$ cat src/rtl/scqf_pkg.sv
// ----------------------------------------------------------------------------
// scqf_pkg: shared types and constants of the soft-clip quality filter
// record passed from the accumulating front to the decision back end, and
// the decision result
// ----------------------------------------------------------------------------
package scqf_pkg;

    localparam int unsigned SUM_W   = 18;
    localparam int unsigned LEN_W   = 11;
    localparam int unsigned QUAL_W  = 8;
    localparam int unsigned RATIO_W = 4;

    localparam logic [SUM_W-1:0] SUM_MAX = {SUM_W{1'b1}};
    localparam logic [LEN_W-1:0] POS_MAX = {LEN_W{1'b1}};

    localparam logic [RATIO_W-1:0] RATIO_RESET = 4'd6;

    // per-read decision request: final sums and region lengths
    typedef struct packed {
        logic [SUM_W-1:0] left_sum;
        logic [SUM_W-1:0] middle_sum;
        logic [SUM_W-1:0] right_sum;
        logic [LEN_W-1:0] left_len;
        logic [LEN_W-1:0] mid_len;
        logic [LEN_W-1:0] right_len;
    } rec_t;

    typedef struct packed {
        logic read_passes;
        logic left_kept;
        logic right_kept;
    } res_t;

    // handshake between a producer and a queue
    typedef struct packed {
        logic full;
        logic empty;
    } q_status_t;

endpackage

$ cat src/rtl/scqf_fifo.sv
// ----------------------------------------------------------------------------
// scqf_fifo: small register queue
// first-in first-out storage with occupancy count, used between the stages
// ----------------------------------------------------------------------------
module scqf_fifo #(
    parameter int unsigned WIDTH = 8,
    parameter int unsigned DEPTH = 4
) (
    input  logic                        clk,
    input  logic                        rst_n,
    input  logic                        push,
    input  logic [WIDTH-1:0]            push_data,
    input  logic                        pop,
    output logic [WIDTH-1:0]            pop_data,
    output scqf_pkg::q_status_t         status
);

    localparam int unsigned PtrW = (DEPTH > 1) ? $clog2(DEPTH) : 1;
    localparam int unsigned CntW = $clog2(DEPTH + 1);

    logic [WIDTH-1:0] mem_reg [DEPTH];
    logic [PtrW-1:0]  wr_ptr_reg, wr_ptr_next;
    logic [PtrW-1:0]  rd_ptr_reg, rd_ptr_next;
    logic [CntW-1:0]  count_reg, count_next;
    logic             do_push, do_pop;

    assign status.full  = (count_reg == CntW'(DEPTH));
    assign status.empty = (count_reg == '0);
    assign do_push      = push && !status.full;
    assign do_pop       = pop && !status.empty;
    assign pop_data     = mem_reg[rd_ptr_reg];

    always_comb
    begin
        wr_ptr_next = wr_ptr_reg;
        rd_ptr_next = rd_ptr_reg;
        count_next  = count_reg;
        if (do_push)
        begin
            wr_ptr_next = (wr_ptr_reg == PtrW'(DEPTH - 1)) ? '0 : wr_ptr_reg + 1'b1;
        end
        if (do_pop)
        begin
            rd_ptr_next = (rd_ptr_reg == PtrW'(DEPTH - 1)) ? '0 : rd_ptr_reg + 1'b1;
        end
        if (do_push && !do_pop)
        begin
            count_next = count_reg + 1'b1;
        end
        else if (do_pop && !do_push)
        begin
            count_next = count_reg - 1'b1;
        end
    end

    always_ff @(posedge clk or negedge rst_n)
    begin
        if (!rst_n)
        begin
            wr_ptr_reg <= '0;
            rd_ptr_reg <= '0;
            count_reg  <= '0;
        end
        else
        begin
            wr_ptr_reg <= wr_ptr_next;
            rd_ptr_reg <= rd_ptr_next;
            count_reg  <= count_next;
        end
    end

    always_ff @(posedge clk)
    begin
        if (do_push)
        begin
            mem_reg[wr_ptr_reg] <= push_data;
        end
    end

    // occupancy never runs past the depth
    assert property (@(posedge clk) disable iff (!rst_n) count_reg <= CntW'(DEPTH))
        else $error("scqf_fifo: count beyond depth");

    // a lone pop takes exactly one entry
    assert property (@(posedge clk) disable iff (!rst_n)
        (do_pop && !do_push) |=> (count_reg == $past(count_reg) - 1'b1))
        else $error("scqf_fifo: pop did not reduce count");

endmodule

$ cat src/rtl/scqf_front.sv
// ----------------------------------------------------------------------------
// scqf_front: quality accumulation front end
// classifies each quality byte into left clip, middle or right clip and keeps
// saturating sums; on the last byte it issues one decision record
// ----------------------------------------------------------------------------
module scqf_front #(
    parameter int unsigned MAX_READ_LEN = 1024
) (
    input  logic                             clk,
    input  logic                             rst_n,
    input  logic                             accept,
    input  logic [scqf_pkg::QUAL_W-1:0]      qual,
    input  logic [scqf_pkg::LEN_W-1:0]       read_length,
    input  logic [scqf_pkg::LEN_W-1:0]       clip_left,
    input  logic [scqf_pkg::LEN_W-1:0]       clip_right,
    input  logic                             last_base,
    output logic                             rec_push,
    output scqf_pkg::rec_t                   rec
);

    localparam int unsigned LW = scqf_pkg::LEN_W;
    localparam int unsigned SW = scqf_pkg::SUM_W;
    localparam logic [LW-1:0] LenCap =
        (MAX_READ_LEN > ((1 << LW) - 1)) ? {LW{1'b1}} : LW'(MAX_READ_LEN);

    logic [LW-1:0] pos_reg, pos_next;
    logic [SW-1:0] lsum_reg, lsum_next;
    logic [SW-1:0] msum_reg, msum_next;
    logic [SW-1:0] rsum_reg, rsum_next;
    logic [LW-1:0] n_len, l_len, r_len, m_len, rest_len, lm_end;

    function automatic logic [SW-1:0] sat_add(input logic [SW-1:0] s,
                                              input logic [scqf_pkg::QUAL_W-1:0] q);
        logic [SW:0] t;
        t = {1'b0, s} + (SW+1)'(q);
        return t[SW] ? scqf_pkg::SUM_MAX : t[SW-1:0];
    endfunction

    // region bounds, left clip first
    always_comb
    begin
        n_len    = (read_length > LenCap) ? LenCap : read_length;
        l_len    = (clip_left < n_len) ? clip_left : n_len;
        rest_len = n_len - l_len;
        r_len    = (clip_right < rest_len) ? clip_right : rest_len;
        m_len    = rest_len - r_len;
        lm_end   = l_len + m_len;
    end

    always_comb
    begin
        lsum_next = lsum_reg;
        msum_next = msum_reg;
        rsum_next = rsum_reg;
        if (pos_reg < l_len)
        begin
            lsum_next = sat_add(lsum_reg, qual);
        end
        else if (pos_reg < lm_end)
        begin
            msum_next = sat_add(msum_reg, qual);
        end
        else if (pos_reg < n_len)
        begin
            rsum_next = sat_add(rsum_reg, qual);
        end
        pos_next = (pos_reg < scqf_pkg::POS_MAX) ? pos_reg + 1'b1 : pos_reg;
    end

    assign rec_push        = accept && last_base;
    assign rec.left_sum    = lsum_next;
    assign rec.middle_sum  = msum_next;
    assign rec.right_sum   = rsum_next;
    assign rec.left_len    = l_len;
    assign rec.mid_len     = m_len;
    assign rec.right_len   = r_len;

    always_ff @(posedge clk or negedge rst_n)
    begin
        if (!rst_n)
        begin
            pos_reg  <= '0;
            lsum_reg <= '0;
            msum_reg <= '0;
            rsum_reg <= '0;
        end
        else if (accept)
        begin
            if (last_base)
            begin
                pos_reg  <= '0;
                lsum_reg <= '0;
                msum_reg <= '0;
                rsum_reg <= '0;
            end
            else
            begin
                pos_reg  <= pos_next;
                lsum_reg <= lsum_next;
                msum_reg <= msum_next;
                rsum_reg <= rsum_next;
            end
        end
    end

endmodule

$ cat src/rtl/scqf_back.sv
// ----------------------------------------------------------------------------
// scqf_back: clip decision sequencer
// takes one record, forms both cross products over two multiply steps,
// compares and writes one result into the output queue
// ----------------------------------------------------------------------------
module scqf_back (
    input  logic                              clk,
    input  logic                              rst_n,
    input  logic [scqf_pkg::RATIO_W-1:0]      ratio_tenths,
    input  scqf_pkg::rec_t                    rec,
    input  scqf_pkg::q_status_t               rec_status,
    output logic                              rec_pop,
    input  scqf_pkg::q_status_t               res_status,
    output logic                              res_push,
    output scqf_pkg::res_t                    res
);

    localparam int unsigned SW = scqf_pkg::SUM_W;
    localparam int unsigned LW = scqf_pkg::LEN_W;
    localparam int unsigned P1W = SW + LW;                     // clip sum * middle len
    localparam int unsigned QW  = SW + scqf_pkg::RATIO_W;      // ratio * middle sum
    localparam int unsigned XW  = P1W + 4;                     // times ten / times len

    localparam logic [1:0] PH_IDLE = 2'd0;
    localparam logic [1:0] PH_MUL1 = 2'd1;
    localparam logic [1:0] PH_MUL2 = 2'd2;
    localparam logic [1:0] PH_CMP  = 2'd3;

    logic [1:0]      phase_reg, phase_next;
    scqf_pkg::rec_t  rec_reg;
    logic [P1W-1:0]  pl_reg, pr_reg;
    logic [QW-1:0]   q_reg;
    logic [XW-1:0]   lhs_l_reg, rhs_l_reg, lhs_r_reg, rhs_r_reg;
    logic            start;
    logic            keep_l, keep_r;

    assign start   = (phase_reg == PH_IDLE) && !rec_status.empty && !res_status.full;
    assign rec_pop = start;

    always_comb
    begin
        phase_next = phase_reg;
        unique case (phase_reg)
            PH_IDLE: phase_next = start ? PH_MUL1 : PH_IDLE;
            PH_MUL1: phase_next = PH_MUL2;
            PH_MUL2: phase_next = PH_CMP;
            PH_CMP:  phase_next = PH_IDLE;
            default: phase_next = PH_IDLE;
        endcase
    end

    always_ff @(posedge clk or negedge rst_n)
    begin
        if (!rst_n)
        begin
            phase_reg <= PH_IDLE;
        end
        else
        begin
            phase_reg <= phase_next;
        end
    end

    always_ff @(posedge clk)
    begin
        if (start)
        begin
            rec_reg <= rec;
        end
        if (phase_reg == PH_MUL1)
        begin
            pl_reg <= P1W'(rec_reg.left_sum) * P1W'(rec_reg.mid_len);
            pr_reg <= P1W'(rec_reg.right_sum) * P1W'(rec_reg.mid_len);
            q_reg  <= QW'(ratio_tenths) * QW'(rec_reg.middle_sum);
        end
        if (phase_reg == PH_MUL2)
        begin
            // times ten as shift and add
            lhs_l_reg <= XW'({pl_reg, 3'b000}) + XW'({2'b00, pl_reg, 1'b0});
            lhs_r_reg <= XW'({pr_reg, 3'b000}) + XW'({2'b00, pr_reg, 1'b0});
            rhs_l_reg <= XW'(q_reg) * XW'(rec_reg.left_len);
            rhs_r_reg <= XW'(q_reg) * XW'(rec_reg.right_len);
        end
    end

    // empty clip never kept, empty middle keeps any clip
    always_comb
    begin
        priority if (rec_reg.left_len == '0)
            keep_l = 1'b0;
        else if (rec_reg.mid_len == '0)
            keep_l = 1'b1;
        else
            keep_l = (lhs_l_reg >= rhs_l_reg);
        priority if (rec_reg.right_len == '0)
            keep_r = 1'b0;
        else if (rec_reg.mid_len == '0)
            keep_r = 1'b1;
        else
            keep_r = (lhs_r_reg >= rhs_r_reg);
    end

    assign res_push        = (phase_reg == PH_CMP);
    assign res.read_passes = keep_l || keep_r;
    assign res.left_kept   = keep_l;
    assign res.right_kept  = keep_r;

    // room was checked at start and only this sequencer fills the queue
    assert property (@(posedge clk) disable iff (!rst_n)
        (phase_reg == PH_CMP) |-> !res_status.full)
        else $error("scqf_back: result queue full at write");

    // a started record always runs the full sequence
    assert property (@(posedge clk) disable iff (!rst_n)
        start |=> (phase_reg == PH_MUL1) ##1 (phase_reg == PH_MUL2) ##1 (phase_reg == PH_CMP))
        else $error("scqf_back: sequence broken");

endmodule

$ cat src/rtl/soft_clip_quality_filter.sv
// ----------------------------------------------------------------------------
// soft_clip_quality_filter: soft-clip quality test for one read
// accumulates per-region quality sums and decides which soft clips survive
// ----------------------------------------------------------------------------
// One quality byte is taken per cycle, in read order, with the read length
// and clip lengths held constant across the read; the byte flagged last_base
// closes the read and produces exactly one result (read_passes, left_kept,
// right_kept) on the result queue, other bytes produce none. Bytes stream at
// one per cycle as long as the four-deep record queue has room; full rises
// only when four closed reads wait for a decision. Each decision runs through
// the back-end sequencer (record load, two registered multiply steps, compare),
// and a new record is taken only after the last compare and while the result
// queue has room. ratio_tenths resets to 6 and is written through cfg_we /
// cfg_data; the user writes it only while the block is idle (not enforced).
module soft_clip_quality_filter #(
    parameter int unsigned MAX_READ_LEN = 1024
) (
    input  logic                              clk,
    input  logic                              rst_n,
    // configuration
    input  logic                              cfg_we,
    input  logic [scqf_pkg::RATIO_W-1:0]      cfg_data,
    // quality byte requests
    input  logic                              push,
    output logic                              full,
    input  logic [scqf_pkg::QUAL_W-1:0]       qual,
    input  logic [scqf_pkg::LEN_W-1:0]        read_length,
    input  logic [scqf_pkg::LEN_W-1:0]        clip_left,
    input  logic [scqf_pkg::LEN_W-1:0]        clip_right,
    input  logic                              last_base,
    // result requests
    output logic                              empty,
    input  logic                              pop,
    output logic                              read_passes,
    output logic                              left_kept,
    output logic                              right_kept
);

    localparam int unsigned RecDepth = 4;
    localparam int unsigned ResDepth = 2;

    logic [scqf_pkg::RATIO_W-1:0] ratio_reg;

    logic                 in_accept;
    logic                 rec_push, rec_pop;
    scqf_pkg::rec_t       rec_in, rec_out;
    scqf_pkg::q_status_t  rec_status, res_status;
    logic                 res_push;
    scqf_pkg::res_t       res_in, res_out;

    // ratio register; the user writes it only while idle (not enforced here)
    always_ff @(posedge clk or negedge rst_n)
    begin
        if (!rst_n)
        begin
            ratio_reg <= scqf_pkg::RATIO_RESET;
        end
        else if (cfg_we)
        begin
            ratio_reg <= cfg_data;
        end
    end

    // input side stalls only on a full record queue
    assign full      = rec_status.full;
    assign in_accept = push && !rec_status.full;

    // front: classify and sum each byte
    scqf_front #(
        .MAX_READ_LEN (MAX_READ_LEN)
    ) u_front (
        .clk         (clk),
        .rst_n       (rst_n),
        .accept      (in_accept),
        .qual        (qual),
        .read_length (read_length),
        .clip_left   (clip_left),
        .clip_right  (clip_right),
        .last_base   (last_base),
        .rec_push    (rec_push),
        .rec         (rec_in)
    );

    // decouples the byte stream from the decision sequencer
    scqf_fifo #(
        .WIDTH ($bits(scqf_pkg::rec_t)),
        .DEPTH (RecDepth)
    ) u_rec_q (
        .clk       (clk),
        .rst_n     (rst_n),
        .push      (rec_push),
        .push_data (rec_in),
        .pop       (rec_pop),
        .pop_data  (rec_out),
        .status    (rec_status)
    );

    // back: cross-multiplied mean comparison
    scqf_back u_back (
        .clk          (clk),
        .rst_n        (rst_n),
        .ratio_tenths (ratio_reg),
        .rec          (rec_out),
        .rec_status   (rec_status),
        .rec_pop      (rec_pop),
        .res_status   (res_status),
        .res_push     (res_push),
        .res          (res_in)
    );

    // result queue, oldest result shown while not empty
    scqf_fifo #(
        .WIDTH ($bits(scqf_pkg::res_t)),
        .DEPTH (ResDepth)
    ) u_res_q (
        .clk       (clk),
        .rst_n     (rst_n),
        .push      (res_push),
        .push_data (res_in),
        .pop       (pop),
        .pop_data  (res_out),
        .status    (res_status)
    );

    assign empty       = res_status.empty;
    assign read_passes = res_out.read_passes;
    assign left_kept   = res_out.left_kept;
    assign right_kept  = res_out.right_kept;

endmodule
$ cat config.mk
export PLATFORM = sky130hd
export DESIGN_NAME = soft_clip_quality_filter
export DESIGN_NICKNAME = d
export VERILOG_FILES = /design/src/rtl/scqf_pkg.sv /design/src/rtl/scqf_fifo.sv /design/src/rtl/scqf_front.sv /design/src/rtl/scqf_back.sv /design/src/rtl/soft_clip_quality_filter.sv
export SDC_FILE = /design/constraint.sdc
export NUM_CORES = 2
export LEC_CHECK = 0
export BUFFER_PORTS_ARGS = -buffer_cell sky130_fd_sc_hd__buf_4
export CORE_MARGIN = 2
export CORE_UTILIZATION = 50
export CTS_CLUSTER_SIZE = 25
export DETAILED_ROUTE_END_ITERATION = 10
export MAX_ROUTING_LAYER = met4
export PLACE_DENSITY_LB_ADDON = 0.05
export SYNTH_ARGS = -nofsm -noshare
export SYNTH_HDL_FRONTEND = slang
export SYNTH_SLANG_ARGS = --single-unit
$ cat constraint.sdc
create_clock -name clk -period 6.6 [get_ports clk]
set_input_delay 0.66 -clock clk [delete_from_list [all_inputs] [get_ports clk]]
set_output_delay 0.66 -clock clk [all_outputs]
set_load 0.005 [all_outputs]
# --- Yosys cells after proc, flatten, opt, wreduce, memory -nomap -nowiden ---
# Memory sizes are Yosys's and may differ from the RTL's. A register that Yosys moved wholly into a read port is not among the register bits.
# Cells that the tools add are included.
totals:
  ff_bits: 294
  memories: 2
  ram_bits: 354
  input_bits: 51
  wordCells: 125
  out_inout_bits: 5
op_classes:
  n_eq_ne: 7
  n_mul: 5
  muxes: 35
  n_reduce_logical: 31
  addsub: 17
  magnitude_cmp: 9
mem_list:
  columns: ["memory", "depth", "width", "read_ports", "rd_ports_with_merged_regs", "write_ports", "line", "text"]
  rows:
  - ["u_rec_q.mem_reg", 4, 87, 1, 1, 1, "scqf_fifo.sv:21", "logic [WIDTH-1:0] mem_reg [DEPTH];"]
  - ["u_res_q.mem_reg", 2, 3, 1, 0, 1, "scqf_fifo.sv:21", null]
op_table:
  columns: ["operator", "n"]
  rows:
  - ["$mux 18", 12]
  - ["$add 32x30->33", 2]
  - ["$ge 33x33->1", 2]
  - ["$mul 22x11->33", 2]
  - ["$mul 18x11->29", 2]
  - ["$add 18x8->19", 3]
  - ["$lt 11x11->1", 5]
  - ["$mux 11", 5]
  - ["$logic_not 11->1", 3]
  - ["$mul 4x18->22", 1]
  - ["$sub 11x11->11", 2]
  - ["$logic_and 1x1->1", 12]
  - ["$add 11x1->11 const B", 1]
  - ["$add 11x11->11", 1]
  - ["$gt 11x11->1 const B", 1]
  - ["$lt 11x11->1 const B", 1]
  - ["$mux 1", 11]
  - ["$eq 2x2->1 const B", 5]
  - ["$logic_not 1->1", 8]
  - ["$mux 2", 4]
  - ["$pmux 2 s4", 1]
  - ["$add 2x1->2 const B", 3]
  - ["$mux 3", 2]
  - ["$reduce_bool 2->1", 3]
  - ["other kinds (10)", 12]

# --- Longest topological paths before layout ---
depth:
  word_depth: 13
  depth_mapped: 61
  mapped_depth_nobuf: 55

# --- Hierarchy ---
# Synthesis repeated with hierarchy kept, for this count alone.
unflattened:
  cells_unflattened: 6045
  hier_area_um2: 64902.2
modules_own_cells:
  columns: ["mod", "n_inst", "area_each_um2", "seq_area_each_um2", "cells_each"]
  rows:
  - ["scqf_back", 1, 43324.1, 8968.6, 4508]
  - ["scqf_fifo (u_rec_q)", 1, 12985.0, 10625.2, 492]
  - ["scqf_front", 1, 8029.0, 1626.6, 1008]
  - ["scqf_fifo (u_res_q)", 1, 410.4, 280.3, 28]
  - ["soft_clip_quality_filter", 1, 153.9, 102.6, 9]

# --- Least setup slack after synthesis ---
# Ideal clock, no wire load.
synth_path:
  path_kind: "input port to flip-flop"
  start: "input port read_length[10] (netlist name)"
  end: "memory u_rec_q.mem_reg[0][45] (netlist name), data pin"
  n_path_buf: 5
  slack_ns: -5.107
  t_arrival_ns: 11.435
  stages: 59
  setup_time_ns: 0.273
  t_required_ns: 6.327
  cell_sequence: "inv_1 > clkbuf_1 > nand2_1 > ha_1 > a21o_1 > a21o_1 > a211oi_1 > o221ai_1 > a21o_1 > a21oi_1 > clkbuf_1 > clkbuf_1 > nand2_1 > o21ai_0 > ha_1 > inv_1 > fa_1 > a21o_1 > [23 not listed] > o21ai_0 > a21oi_1 > o21ai_0 > nand2b_1 > a21oi_1 > o21bai_1 > a21o_1 > a21oi_1 > xnor2_1 > xnor2_1 > ha_1 > nand2_1 > a21oi_1 > a221oi_2 > nor2_1 > nand3_4 > or3_1 > mux2_1"
synth_lines:
  columns: ["element", "line", "text"]
  rows:
  - ["start, declared", "soft_clip_quality_filter.sv:27", "input logic [scqf_pkg::LEN_W-1:0] read_length,"]
  - ["end, declared", "scqf_fifo.sv:21", null]

==> flow_summary_export.csv <==
group,metric,value,unit
synth,synth_nets,6959,
sta,finalSetupViolCount,196,
sta,rsz0062_at_grt,"yes",
finish,areaGrowthSynthToFinish,15.2,%
global_route,globalRoute.totalOverflow,0,
cts,insertion_delay,0.69,ns
critical_path,crit_required,7.12,ns
synth,synth.distinct_cells,94,
sta,skew,0.0558,ns
global_route,track_usage,25.2,%
placement,gp_congestion,0.875,
cts,clock_path_buffers,3,
global_route,met3_usage,2.93,%
sta,worst_pin_slew,1.04,ns
floorplan,dieArea,128000,um2
floorplan,die_y,358,um
drt,drt-total-wl,152,mm
finish,fillers,10652,
synth,synthCells,5696,
sta,fmax,107,MHz
synth,synth_area_leaders,"edfxtp_1 (31%), fa_1 (22%), ha_1 (11%)",
critical_path,start_kind,"primary input",
synth,synth_area,62600,um2
placement,port_buffers,55,
drt,vias_per_cell,5.45,
sta,period_needed,9.37,ns
critical_path,worst_path_max_delay_cell,"a221o_1",
job,cap_violations,0,
floorplan,fp-row-count,129,
synth,synth-async-reset-ratio,11.2,%
cts,numCtsBuffers,83,
global_route,use_met2,40.7,%
drt,ant_nets,0,
global_route,antenna_found_initial,3,
critical_path,crit_arrival,9.89,ns
drt,drtIter0Drc,2833,
placement,dp_hpwl,114,mm
finish,largest_register_ffs,348,
sta,tns,-474.17,ns
global_route,top_usage_layer,"met2",
sta,fin_crit_sh,142,%
synth,synth_top_area_share,31.2,%
synth,synthFlopType,"edfxtp_1",
drt,num_vias,42329,
drt,drt-wirelength-per-cell,19.6,um
synth,synth-seq-cells,733,
floorplan,coreArea,124000,um2
synth,seq_area_frac_synth,34.5,%
floorplan,start_util,50.5,%
sta,whs,0.209,ns
cts,cts_root_buffer,"clkbuf_16",
synth,synth_top_cell_by_area,"edfxtp_1",
global_route,first_global_vias,44375,
finish,multi_input_area,38500,um2
sta,hold_viol,0,
cts,tritoncts,"yes",
cts,cts.reportedPaths.clkPinSlew,0.06,ns
cts,clkSinkCount,733,
critical_path,max_stage_delay,0.39,ns
critical_path,crit_top_cell,"buf_4",
finish,drive_above_1_share,15.8,%
critical_path,crit_fanout,7,
critical_path,crit_path_end_kind,"flop",
sta,drv_slew,0,
global_route,grt_pass1_wl,245,mm
global_route,met1_usage,34.5,%
drt,drt-pass1-iter-count,8,
status,violations,"setup timing",
status,outcome,"finished with violations",
synth,yosys_warnings,0,
finish,nets,7329,
critical_path,critPathKind,"primary input to flop",
synth,synth_edf_count,651,
global_route,grt_max_degree,72,
hold_path,hp-class,"primary input to flop",
sta,max-slew-margin-rel,30.1,%
drt,drc,0,
synth,syn_area_per_cell,11.0,um2
finish,seq_area,21600,um2
floorplan,die_w,358,um
cts,htreeDepth,3,
floorplan,ios,56,
sta,setup_ws,-2.77,ns
logic make-up after synthesis:
| kind of cell | Yosys count | synth area share, % |
|---|---|---|
| AOI/OAI and AO/OA | 736 | 7.66 |
| and+or+nand+nor | 1658 | 12.5 |
| buffers and inverters | 1008 | 6.06 |
| muxes | 114 | 3.60 |
| xor gates and xnor gates | 232 | 3.24 |
| DFF | 733 | 34.5 |
| adders and majority gates | 1215 | 32.5 |
final timing paths:
check / start / slack [ns] / to / depth (start not counted)
worst max-delay path: read_length[10] / -2.77 / u_rec_q.mem_reg[0][10]$_DFFE_PP_ / 68
worst min-delay path: cfg_data[3] / 0.21 / ratio_reg[3]$_DFFE_PN0P_ / 2
worst max register to register: u_back.rec_reg[13]$_DFFE_PP_ / 0.14 / u_back.pr_reg[28]$_DFFE_PN_ / 22
worst min register to register: u_back.pl_reg[0]$_DFFE_PN_ / 0.48 / u_back.lhs_l_reg[1]$_DFFE_PP_ / 0
max in group asynchronous: rst_n / 4.95 / u_rec_q.rd_ptr_reg[0]$_DFFE_PN0P_ / 3
min in group asynchronous: rst_n / 0.48 / u_front.lsum_reg[5]$_DFFE_PN0P_ / 2
cells in the mapped netlist (all sizes together), types with 58 or more instances:
| cell | count |
|---|---|
| xor2 | 58 |
| nor3 | 59 |
| nand3 | 59 |
| o21ai | 158 |
| nor2 | 213 |
| inv | 774 |
| and2 | 345 |
| mux4 | 87 |
| clkbuf | 212 |
| a21oi | 211 |
| dfrtp | 80 |
| edfxtp | 651 |
| xnor2 | 174 |
| ha | 528 |
| nand2 | 781 |
| a21o | 82 |
| fa | 684 |
cell type report:
| type | count | share of cell area (%) |
|---|---|---|
| antenna | 2 | 0.00693 |
| clock buffer | 115 | 3.10 |
| clock inverter | 37 | 0.813 |
| inverter | 774 | 4.05 |
| multi-input combinational | 3956 | 53.3 |
| sequential | 733 | 29.9 |
| tap | 1637 | 2.84 |
| timing repair buffer | 518 | 5.98 |
cell usage in the layout, fill, tap and decap left out, types with 12 or more instances in the layout:
| cell type | count |
|---|---|
| inv_1 | 764 |
| nand3_1 | 52 |
| mux2_2 | 16 |
| edfxtp_1 | 651 |
| nand2b_1 | 27 |
| nor4_1 | 14 |
| o21a_1 | 51 |
| clkbuf_1 | 28 |
| xnor2_1 | 166 |
| nor3_1 | 55 |
| dfrtp_1 | 78 |
| a22o_1 | 17 |
| ha_4 | 13 |
| or3_1 | 21 |
| ha_1 | 510 |
| or2_2 | 13 |
| nor2_2 | 14 |
| buf_4 | 472 |
| clkbuf_16 | 85 |
| mux4_2 | 87 |
| o21ai_0 | 138 |
| and3_1 | 21 |
| nand4_1 | 24 |
| fa_1 | 683 |
| nor2_1 | 187 |
| a21oi_2 | 18 |
| nand2_2 | 14 |
| buf_6 | 16 |
| xor2_1 | 57 |
| nor2_4 | 12 |
| a31oi_1 | 31 |
| and2_1 | 345 |
| o31ai_1 | 14 |
| nand2_1 | 761 |
| a21o_1 | 82 |
| a21oi_1 | 186 |
| o21bai_1 | 24 |
| buf_12 | 25 |
| a211oi_1 | 16 |
| nor2b_1 | 40 |
stage by stage:
step / utilization, % / setup WS [ns] / instances / area, um2
after global routing: 58.2 / -3.12 / 7771 / 72200
after floorplan: - / -3.64 / 5696 / 63200
final: 58.2 / -2.77 / 7772 / 72200
after global placement: 54.6 / -3.53 / 7509 / 67700
after CTS: 57.8 / -2.64 / 7765 / 71600
after detailed placement: 54.6 / -3.57 / 7509 / 67700
metal layers:
metal	vias to the layer above	wire, um
li1	19767	-
met1	21576	69600
met2	806	73200
met3	180	6090
met4	0	3060
met5	-	0
critical path, delay by kind of cell:
kind                       cells  cell delay [ns]
and+or+nand+nor                4             0.42
buffers and inverters         49             5.82
AOI/OAI and AO/OA             11             2.09
xor gates and xnor gates       1             0.16
adders and majority gates      3             0.71
timing repair:
action | in CTS | in global routing
gates resized for setup | 85 | 100
hold buffers | 1 | 0
setup endpoints to repair | 200 | 310
pin swaps | 69 | 54
setup buffers | 104 | 25
gates cloned | 0 | 3
endpoints found under the hold margin | 33 | 0
Power is not shown: default switching activity piles up to over one toggle a cycle in this logic, so the estimate is an artifact.
